**config.mk**
```make
export PLATFORM = sky130hd
export DESIGN_NAME = key_value_option_tokenizer_unit_flat
export DESIGN_NICKNAME = d
export VERILOG_FILES = /design/src/rtl/kvot_pkg.sv /design/src/rtl/kvot_if.sv /design/src/rtl/key_value_option_tokenizer_unit.sv /design/src/rtl/kvot_decode.sv /design/src/rtl/kvot_out_fifo.sv /design/src/flat_wrapper.sv
export SDC_FILE = /design/constraint.sdc
export NUM_CORES = 1
export LEC_CHECK = 0
export BUFFER_PORTS_ARGS = -buffer_cell sky130_fd_sc_hd__clkbuf_2
export CAP_MARGIN = 20
export CORE_AREA = 8 8 89 91
export DETAILED_ROUTE_END_ITERATION = 10
export DIE_AREA = 0 0 97 99
export PLACE_DENSITY = 0.85
export SYNTH_ARGS = -nofsm -noshare
export SYNTH_HDL_FRONTEND = slang
export SYNTH_SLANG_ARGS = --single-unit
```
**constraint.sdc**
```tcl
create_clock -name clk -period 4.3 [get_ports clk]
set_input_delay 1.075 -clock clk [delete_from_list [all_inputs] [get_ports clk]]
set_output_delay 1.075 -clock clk [all_outputs]
set_load 0.01 [all_outputs]
```
**src/rtl/kvot_pkg.sv**
```systemverilog
// Shared types and constants of the key/value option tokenizer.
`timescale 1ns / 1ps
package kvot_pkg;

  localparam int PhaseW = 4;

  // parse phases
  localparam logic [PhaseW-1:0] PH_BETWEEN   = 4'd0;
  localparam logic [PhaseW-1:0] PH_NAME      = 4'd1;
  localparam logic [PhaseW-1:0] PH_NAME_GAP  = 4'd2;
  localparam logic [PhaseW-1:0] PH_AFTER_EQ  = 4'd3;
  localparam logic [PhaseW-1:0] PH_PLAIN     = 4'd4;
  localparam logic [PhaseW-1:0] PH_PLAIN_ESC = 4'd5;
  localparam logic [PhaseW-1:0] PH_QUOTE     = 4'd6;
  localparam logic [PhaseW-1:0] PH_QUOTE_ESC = 4'd7;
  localparam logic [PhaseW-1:0] PH_DISCARD   = 4'd8;

  // token kinds
  localparam logic [2:0] TK_NAME  = 3'd0;
  localparam logic [2:0] TK_VALUE = 3'd1;
  localparam logic [2:0] TK_PAIR  = 3'd2;
  localparam logic [2:0] TK_OK    = 3'd3;
  localparam logic [2:0] TK_ERROR = 3'd4;

  // input kinds
  localparam logic KIND_BYTE = 1'b0;
  localparam logic KIND_END  = 1'b1;

  localparam logic [7:0] CH_EQ     = 8'h3D;
  localparam logic [7:0] CH_QUOTE  = 8'h27;
  localparam logic [7:0] CH_BSLASH = 8'h5C;
  localparam logic [7:0] CH_SPACE  = 8'h20;
  localparam logic [7:0] CH_TAB    = 8'h09;
  localparam logic [7:0] CH_CR     = 8'h0D;

  typedef struct packed {
    logic       kind;
    logic [7:0] in_byte;
  } item_t;

  typedef struct packed {
    logic [7:0] out_char;
    logic [2:0] token_kind;
    logic       last;
  } token_t;

  // up to two tokens per input item
  typedef struct packed {
    logic [1:0]        count;
    token_t            tok0;
    token_t            tok1;
    logic [PhaseW-1:0] phase_next;
  } dec_t;

endpackage

```
**src/rtl/kvot_if.sv**
```systemverilog
// Valid/ready channel interfaces for tokenizer input bytes and output tokens.
`timescale 1ns / 1ps
interface kvot_in_if;
  logic       valid;
  logic       ready;
  logic       kind;
  logic [7:0] in_byte;

  modport source (output valid, output kind, output in_byte, input ready);
  modport sink (input valid, input kind, input in_byte, output ready);
endinterface

interface kvot_out_if;
  logic       valid;
  logic       ready;
  logic [7:0] out_char;
  logic [2:0] token_kind;
  logic       last;

  modport source (output valid, output out_char, output token_kind, output last, input ready);
  modport sink (input valid, input out_char, input token_kind, input last, output ready);
endinterface

```
**src/rtl/key_value_option_tokenizer_unit.sv**
```systemverilog
// Top level of the key/value option tokenizer.
`timescale 1ns / 1ps
// One option-string byte is taken per cycle into an input register while
// the input stage is not held; from that register its parse decision is
// made against the current phase and its tokens enter a four-entry output
// queue. The end-of-string item that closes a pending pair yields two
// tokens (pair end, done), so the output port, which moves one token per
// transaction, sets the sustained rate: one item per cycle while items give
// at most one token each and the output does not stall, and less where an
// item gives two tokens. The input stage holds whenever the queue lacks
// room for two tokens, which is how output stalls reach the input.
module key_value_option_tokenizer_unit (
  input  logic        clk,
  input  logic        rst,
  kvot_in_if.sink     in_ch,
  kvot_out_if.source  out_ch
);
  import kvot_pkg::*;

  logic              stage_valid;
  item_t             stage;
  logic [PhaseW-1:0] phase;
  dec_t              dec;
  logic [2:0]        level;
  logic              advance;
  logic              pop;
  logic [1:0]        push_count;

  assign pop        = out_ch.valid && out_ch.ready;
  // room for two tokens after this cycle's pop
  assign advance    = stage_valid && ((level - 3'(pop)) <= 3'd2);
  assign in_ch.ready = !stage_valid || advance;
  assign push_count = advance ? dec.count : 2'd0;

  always_ff @(posedge clk) begin
    if (in_ch.valid && in_ch.ready) begin
      stage.kind    <= in_ch.kind;
      stage.in_byte <= in_ch.in_byte;
    end
  end

  always_ff @(posedge clk) begin
    if (rst) begin
      stage_valid <= 1'b0;
      phase       <= PH_BETWEEN;
    end else begin
      if (in_ch.ready) stage_valid <= in_ch.valid;
      if (advance) phase <= dec.phase_next;
    end
  end

  kvot_decode u_decode (
    .phase (phase),
    .item  (stage),
    .dec   (dec)
  );

  kvot_out_fifo u_fifo (
    .clk        (clk),
    .rst        (rst),
    .push_count (push_count),
    .tok0       (dec.tok0),
    .tok1       (dec.tok1),
    .level      (level),
    .out_ch     (out_ch)
  );

  a_level_bound: assert property (@(posedge clk) disable iff (rst) level <= 3'd4)
    else $error("token queue overflow");

  a_end_resets_phase: assert property (@(posedge clk) disable iff (rst)
    (advance && stage.kind == KIND_END) |=> (phase == PH_BETWEEN))
    else $error("phase not reset after end of string");

  a_end_gives_token: assert property (@(posedge clk) disable iff (rst)
    (advance && stage.kind == KIND_END) |=> out_ch.valid)
    else $error("end of string produced no token");

  a_held_when_full: assert property (@(posedge clk) disable iff (rst)
    (stage_valid && !advance) |=> stage_valid && $stable(stage))
    else $error("stalled input stage changed");

endmodule

```
**src/rtl/kvot_decode.sv**
```systemverilog
// Per-byte parse decision: tokens produced and next parse phase.
`timescale 1ns / 1ps
module kvot_decode (
  input  logic [kvot_pkg::PhaseW-1:0] phase,
  input  kvot_pkg::item_t             item,
  output kvot_pkg::dec_t              dec
);
  import kvot_pkg::*;

  logic       blank;
  logic [7:0] b;
  token_t     t0;
  token_t     t1;
  logic [1:0] n;

  assign b     = item.in_byte;
  assign blank = (b == CH_SPACE) || (b >= CH_TAB && b <= CH_CR);

  always_comb begin
    n              = 2'd0;
    t0             = '0;
    t1             = '0;
    dec.phase_next = phase;
    if (item.kind == KIND_END) begin
      dec.phase_next = PH_BETWEEN;
      unique case (phase) inside
        PH_BETWEEN: begin
          n             = 2'd1;
          t0.token_kind = TK_OK;
        end
        PH_AFTER_EQ, PH_PLAIN, PH_PLAIN_ESC: begin
          n             = 2'd2;
          t0.token_kind = TK_PAIR;
          t1.token_kind = TK_OK;
        end
        default: begin
          n             = 2'd1;
          t0.token_kind = TK_ERROR;
        end
      endcase
    end else begin
      unique case (phase)
        PH_BETWEEN: begin
          if (blank) begin
          end else if (b == CH_EQ) begin
            dec.phase_next = PH_AFTER_EQ;
          end else begin
            n              = 2'd1;
            t0.out_char    = b;
            t0.token_kind  = TK_NAME;
            dec.phase_next = PH_NAME;
          end
        end
        PH_NAME: begin
          if (b == CH_EQ) begin
            dec.phase_next = PH_AFTER_EQ;
          end else if (blank) begin
            dec.phase_next = PH_NAME_GAP;
          end else begin
            n             = 2'd1;
            t0.out_char   = b;
            t0.token_kind = TK_NAME;
          end
        end
        PH_NAME_GAP: begin
          if (b == CH_EQ) begin
            dec.phase_next = PH_AFTER_EQ;
          end else if (!blank) begin
            dec.phase_next = PH_DISCARD;
          end
        end
        PH_AFTER_EQ: begin
          if (blank) begin
          end else if (b == CH_QUOTE) begin
            dec.phase_next = PH_QUOTE;
          end else if (b == CH_BSLASH) begin
            dec.phase_next = PH_PLAIN_ESC;
          end else begin
            n              = 2'd1;
            t0.out_char    = b;
            t0.token_kind  = TK_VALUE;
            dec.phase_next = PH_PLAIN;
          end
        end
        PH_PLAIN: begin
          if (blank) begin
            n              = 2'd1;
            t0.token_kind  = TK_PAIR;
            dec.phase_next = PH_BETWEEN;
          end else if (b == CH_BSLASH) begin
            dec.phase_next = PH_PLAIN_ESC;
          end else begin
            n             = 2'd1;
            t0.out_char   = b;
            t0.token_kind = TK_VALUE;
          end
        end
        PH_PLAIN_ESC: begin
          n              = 2'd1;
          t0.out_char    = b;
          t0.token_kind  = TK_VALUE;
          dec.phase_next = PH_PLAIN;
        end
        PH_QUOTE: begin
          if (b == CH_BSLASH) begin
            dec.phase_next = PH_QUOTE_ESC;
          end else if (b == CH_QUOTE) begin
            n              = 2'd1;
            t0.token_kind  = TK_PAIR;
            dec.phase_next = PH_BETWEEN;
          end else begin
            n             = 2'd1;
            t0.out_char   = b;
            t0.token_kind = TK_VALUE;
          end
        end
        PH_QUOTE_ESC: begin
          n              = 2'd1;
          t0.out_char    = b;
          t0.token_kind  = TK_VALUE;
          dec.phase_next = PH_QUOTE;
        end
        // discarding, and unreachable codes
        default: dec.phase_next = PH_DISCARD;
      endcase
    end
    t0.last   = (n == 2'd1);
    t1.last   = 1'b1;
    dec.count = n;
    dec.tok0  = t0;
    dec.tok1  = t1;
  end

endmodule

```
**src/rtl/kvot_out_fifo.sv**
```systemverilog
// Four-entry token queue: takes up to two tokens a cycle, hands out one.
`timescale 1ns / 1ps
module kvot_out_fifo (
  input  logic              clk,
  input  logic              rst,
  input  logic [1:0]        push_count,
  input  kvot_pkg::token_t  tok0,
  input  kvot_pkg::token_t  tok1,
  output logic [2:0]        level,
  kvot_out_if.source        out_ch
);
  import kvot_pkg::*;

  localparam int Depth = 4;
  localparam int PtrW  = $clog2(Depth);

  token_t          mem [Depth];
  logic [PtrW-1:0] wr_ptr;
  logic [PtrW-1:0] rd_ptr;
  logic [2:0]      count;
  logic            pop;
  logic [PtrW-1:0] wr_ptr1;
  token_t          head;

  assign pop     = out_ch.valid && out_ch.ready;
  assign wr_ptr1 = wr_ptr + PtrW'(1);
  assign level   = count;
  assign head    = mem[rd_ptr];

  assign out_ch.valid      = (count != 3'd0);
  assign out_ch.out_char   = head.out_char;
  assign out_ch.token_kind = head.token_kind;
  assign out_ch.last       = head.last;

  always_ff @(posedge clk) begin
    if (push_count != 2'd0) mem[wr_ptr] <= tok0;
    if (push_count == 2'd2) mem[wr_ptr1] <= tok1;
  end

  always_ff @(posedge clk) begin
    if (rst) begin
      wr_ptr <= '0;
      rd_ptr <= '0;
      count  <= '0;
    end else begin
      wr_ptr <= wr_ptr + PtrW'(push_count);
      if (pop) rd_ptr <= rd_ptr + PtrW'(1);
      count  <= count + 3'(push_count) - 3'(pop);
    end
  end

endmodule

```
**src/flat_wrapper.sv**
```systemverilog
// flat-port wrapper written by rule: the top's interface ports become plain ports
module key_value_option_tokenizer_unit_flat import kvot_pkg::*;
  (clk, rst, in_ch_valid, in_ch_kind, in_ch_in_byte, in_ch_ready, out_ch_valid, out_ch_out_char, out_ch_token_kind, out_ch_last, out_ch_ready);
  kvot_in_if in_ch_i ();
  kvot_out_if out_ch_i ();
  input  logic clk;
  input  logic rst;
  input wire logic [$bits(in_ch_i.valid)-1:0] in_ch_valid;
  input wire logic [$bits(in_ch_i.kind)-1:0] in_ch_kind;
  input wire logic [$bits(in_ch_i.in_byte)-1:0] in_ch_in_byte;
  output wire logic [$bits(in_ch_i.ready)-1:0] in_ch_ready;
  output wire logic [$bits(out_ch_i.valid)-1:0] out_ch_valid;
  output wire logic [$bits(out_ch_i.out_char)-1:0] out_ch_out_char;
  output wire logic [$bits(out_ch_i.token_kind)-1:0] out_ch_token_kind;
  output wire logic [$bits(out_ch_i.last)-1:0] out_ch_last;
  input wire logic [$bits(out_ch_i.ready)-1:0] out_ch_ready;
  assign in_ch_i.valid = in_ch_valid;
  assign in_ch_i.kind = in_ch_kind;
  assign in_ch_i.in_byte = in_ch_in_byte;
  assign in_ch_ready = in_ch_i.ready;
  assign out_ch_valid = out_ch_i.valid;
  assign out_ch_out_char = out_ch_i.out_char;
  assign out_ch_token_kind = out_ch_i.token_kind;
  assign out_ch_last = out_ch_i.last;
  assign out_ch_i.ready = out_ch_ready;
  key_value_option_tokenizer_unit u_core (.clk(clk), .rst(rst), .in_ch(in_ch_i), .out_ch(out_ch_i));
endmodule
```
==> flow_metrics.env <==
export IMPL_status="finished, final reports clean"
export IMPL_ys_flop_type="dfxtp_1"
export IMPL_grt_pass1_vias=2825
export IMPL_post_dp_hpwl_um=5788
export IMPL_synth_area_leader_cell="dfxtp_1"
export IMPL_timing_final_crit_share_pct=83.22
export IMPL_yosys_area_share_simple_pct=17.46
export IMPL_criticalPathCategory="in2reg"
export IMPL_antenna_found_initial=0
export IMPL_crit_required_ns=4.54
export IMPL_insertion_delay_ns=0.36
export IMPL_htreeDepth=3
export IMPL_synth_xor_xnor_area_share_pct=2.087
export IMPL_drive_above_1_share_pct=18.88
export IMPL_routabilityCongestion=0.8800
export IMPL_p_per_area_mw_per_mm2=551.8
export IMPL_hold_violations=0
export IMPL_ys_seq_area_share_pct=42.15
export IMPL_final_setup_skew_ns=0.008249
export IMPL_cts_path_max_buffers=2
export IMPL_post_route_drc_count=0
export IMPL_num_antenna_cells=0
export IMPL_ant_nets=0
export IMPL_hp_class="reg2reg"
export IMPL_path_cells="clkbuf_2 > and2_1 > ha_1 > ha_1 > xnor2_1 > o211ai_1 > a311o_1 > ha_1 > inv_1 > ha_1 > inv_1 > fa_1 > xnor2_1 > xnor2_1 > nor2_1"
export IMPL_io_pins=27
export IMPL_ys_async_sr_fraction_pct=0
export IMPL_worstHoldPathCells=2
export IMPL_fp_dieW_um=97
export IMPL_drtIter0Drc=121
export IMPL_fmax_mhz=279.4
export IMPL_synth_common_cells="dfxtp_1 (54), nand2_1 (54), mux2i_1 (39), nor2_1 (25), edfxtp_1 (17)"
export IMPL_io_buffers=26
export IMPL_synth_compound_area_share_pct=13.45
export IMPL_fp_row_count=30
export IMPL_postCtsSetupBuffers=0
export IMPL_path_max_fanout=4
export IMPL_track_usage_pct=17.16
export IMPL_layout_setup_ws_ns=0.7215
export IMPL_slowest_delay_ns=0.38
export IMPL_finalCriticalPeriod_ns=3.578
export IMPL_max_cap_violations=0
export IMPL_yosys_register_bits=71
export IMPL_area_growth_pct=10.17
export IMPL_cts_buffers=9
export IMPL_worst_slew_pin_slew_ns=1.043
export IMPL_leakagePower_nw=1.796
export IMPL_synthAdderAreaFrac_pct=2.518
export IMPL_cts_clk_slew_worst_paths_ns=0.08
export IMPL_core_area_mm2=0.006569
export IMPL_cpMostUsedCell="ha_1"
export IMPL_critPathSlowestCell="fa_1"
export IMPL_nNetsFinal=407
export IMPL_netlist_instances=371
export IMPL_drtPass1Iterations=5
export IMPL_wl_um=8114
export IMPL_post_place_ws_ns=0.3576
export IMPL_synth_edf_count=17
export IMPL_clock_sinks=71
export IMPL_grt_pass1_wl_um=13300
export IMPL_drv_slew=0
export IMPL_vias=2847
export IMPL_syn_area_mm2=0.003776
export IMPL_rsz0062_at_grt="false"
export IMPL_cts_tree="yes"
export IMPL_grt_overflow=0
export IMPL_cp_arrival_ns=3.82
export IMPL_synth_top_family_by_area="multiplexers"
export IMPL_start_util_pct=57.49
export IMPL_crit_path_end_kind="register"
export IMPL_crit_path_start_kind="input port"
export IMPL_hold_buffers=0
export IMPL_ys_warnings_count=0
export IMPL_relSlewSlack_pct=29.94
export IMPL_die_h_um=99
export IMPL_die_area_mm2=0.009603
export IMPL_rr_worst_depth=15
export IMPL_synthTopCellsByArea="dfxtp_1 (29%), edfxtp_1 (14%), mux2i_1 (10%), mux4_2 (7.2%), nand2_1 (5.4%)"
export IMPL_synth_distinct_cells=57
export IMPL_irDropWorstVdd_mv=0.3327
export IMPL_final_setup_tns_ns=0
export IMPL_synthesis_nets=391
export IMPL_via_per_inst=6.032
export IMPL_cts_resized=0
export IMPL_grt_max_degree=24
export IMPL_synthMuxAreaShare_pct=17.79
export IMPL_yosys_area_top_type_share_pct=28.63
export IMPL_cts_root_buf="clkbuf_8"
export IMPL_syn_avg_cell_area_um2=10.18
export IMPL_setup_viol=0
export IMPL_wire_per_inst_um=17.19
[state kept, by name, indices dropped and copies added, names as in the netlist, named ones only]
signal	count
u_core.u_fifo.level	3
u_core.stage_valid	1
u_core.u_fifo.wr_ptr	2
u_core.u_fifo.mem	48
u_core.u_fifo.rd_ptr	2
u_core.phase	4
u_core.stage	9
[power breakdown]
group          switching, mW  internal (mW)
registers              0.139          0.827
clock network          0.262          0.435
logic                  0.313          0.320
[cell usage in the layout, fill, tap and decap left out, types with 9 or more instances in the layout]
master    instances
edfxtp_1         17
mux4_2           12
inv_1            10
clkbuf_8          9
nor3_1            9
mux2i_1          39
nor2_1           25
o21ai_0          11
nand2_1          54
clkbuf_2         26
dfxtp_1          54
a21oi_1          13
[logic make-up after synthesis]
logic type,count (synthesis)
and+or+nand+nor,134
buffers and inverters,33
AOI/OAI and AO/OA,65
xor gates and xnor gates,9
adders and majority gates,7
DFF,71
muxes,52
[final cells by class]
type,count,area [um2]
fillers,523,2409
multi-input cells,267,2013
repair buffers,27,137.6
clock inverters,4,77.57
clock buffers,12,198.9
inverters,11,41.29
flip-flops and latches,71,1592
well taps,80,100.1
[per-stage QoR]
| step | cells | area [um2] | power [mW] | utilization, % | hold slack [ns] |
|---|---|---|---|---|---|
| 6_report | 472 | 4160 | 2.296 | 63.33 | 0.4599 |
| 2_1_floorplan | 371 | 3776 | 1.440 | - | 0.4281 |
| 3_3_place_gp | 456 | 3884 | 1.574 | 59.12 | 0.4416 |
| 4_1_cts | 472 | 4160 | 2.317 | 63.33 | 0.4608 |
| 3_5_place_dp | 456 | 3884 | 1.619 | 59.12 | 0.4501 |
| 5_1_grt | 472 | 4160 | 2.420 | 63.33 | 0.4812 |
[worst paths after layout]
| kind | from | to | slack [ns] |
|---|---|---|---|
| hold reg to reg | u_core.u_fifo.mem[2][4]$_SDFFE_PP0N_ | u_core.u_fifo.mem[2][4]$_SDFFE_PP0N_ | 0.46 |
| hold / removal | u_core.u_fifo.mem[2][4]$_SDFFE_PP0N_ | u_core.u_fifo.mem[2][4]$_SDFFE_PP0N_ | 0.46 |
| setup / recovery | out_ch_ready | u_core.u_fifo.level[2]$_SDFF_PP0_ | 0.72 |
| setup reg to reg | u_core.u_fifo.level[2]$_SDFF_PP0_ | u_core.u_fifo.level[2]$_SDFF_PP0_ | 0.73 |
[metal layers]
| layer | routed length, um | vias up | GRT usage (%) |
|---|---|---|---|
| met5 | 0 | - | 0 |
| met4 | 192 | 0 | 8.521 |
| met3 | 451 | 17 | 4.409 |
| met2 | 4076 | 108 | 30.10 |
| met1 | 3394 | 1353 | 18.78 |
| li1 | - | 1369 | - |
[critical path: cells and delay by family]
family / cells / cell delay, ns
adder cells (fa/ha/maj): 5 / 1.25
XOR/XNOR: 3 / 0.58
AO/OA/AOI/OAI: 2 / 0.51
AND/OR/NAND/NOR: 2 / 0.22
buffers and inverters: 3 / 0.18
No activity file was read; power rests on OpenSTA's default activity.
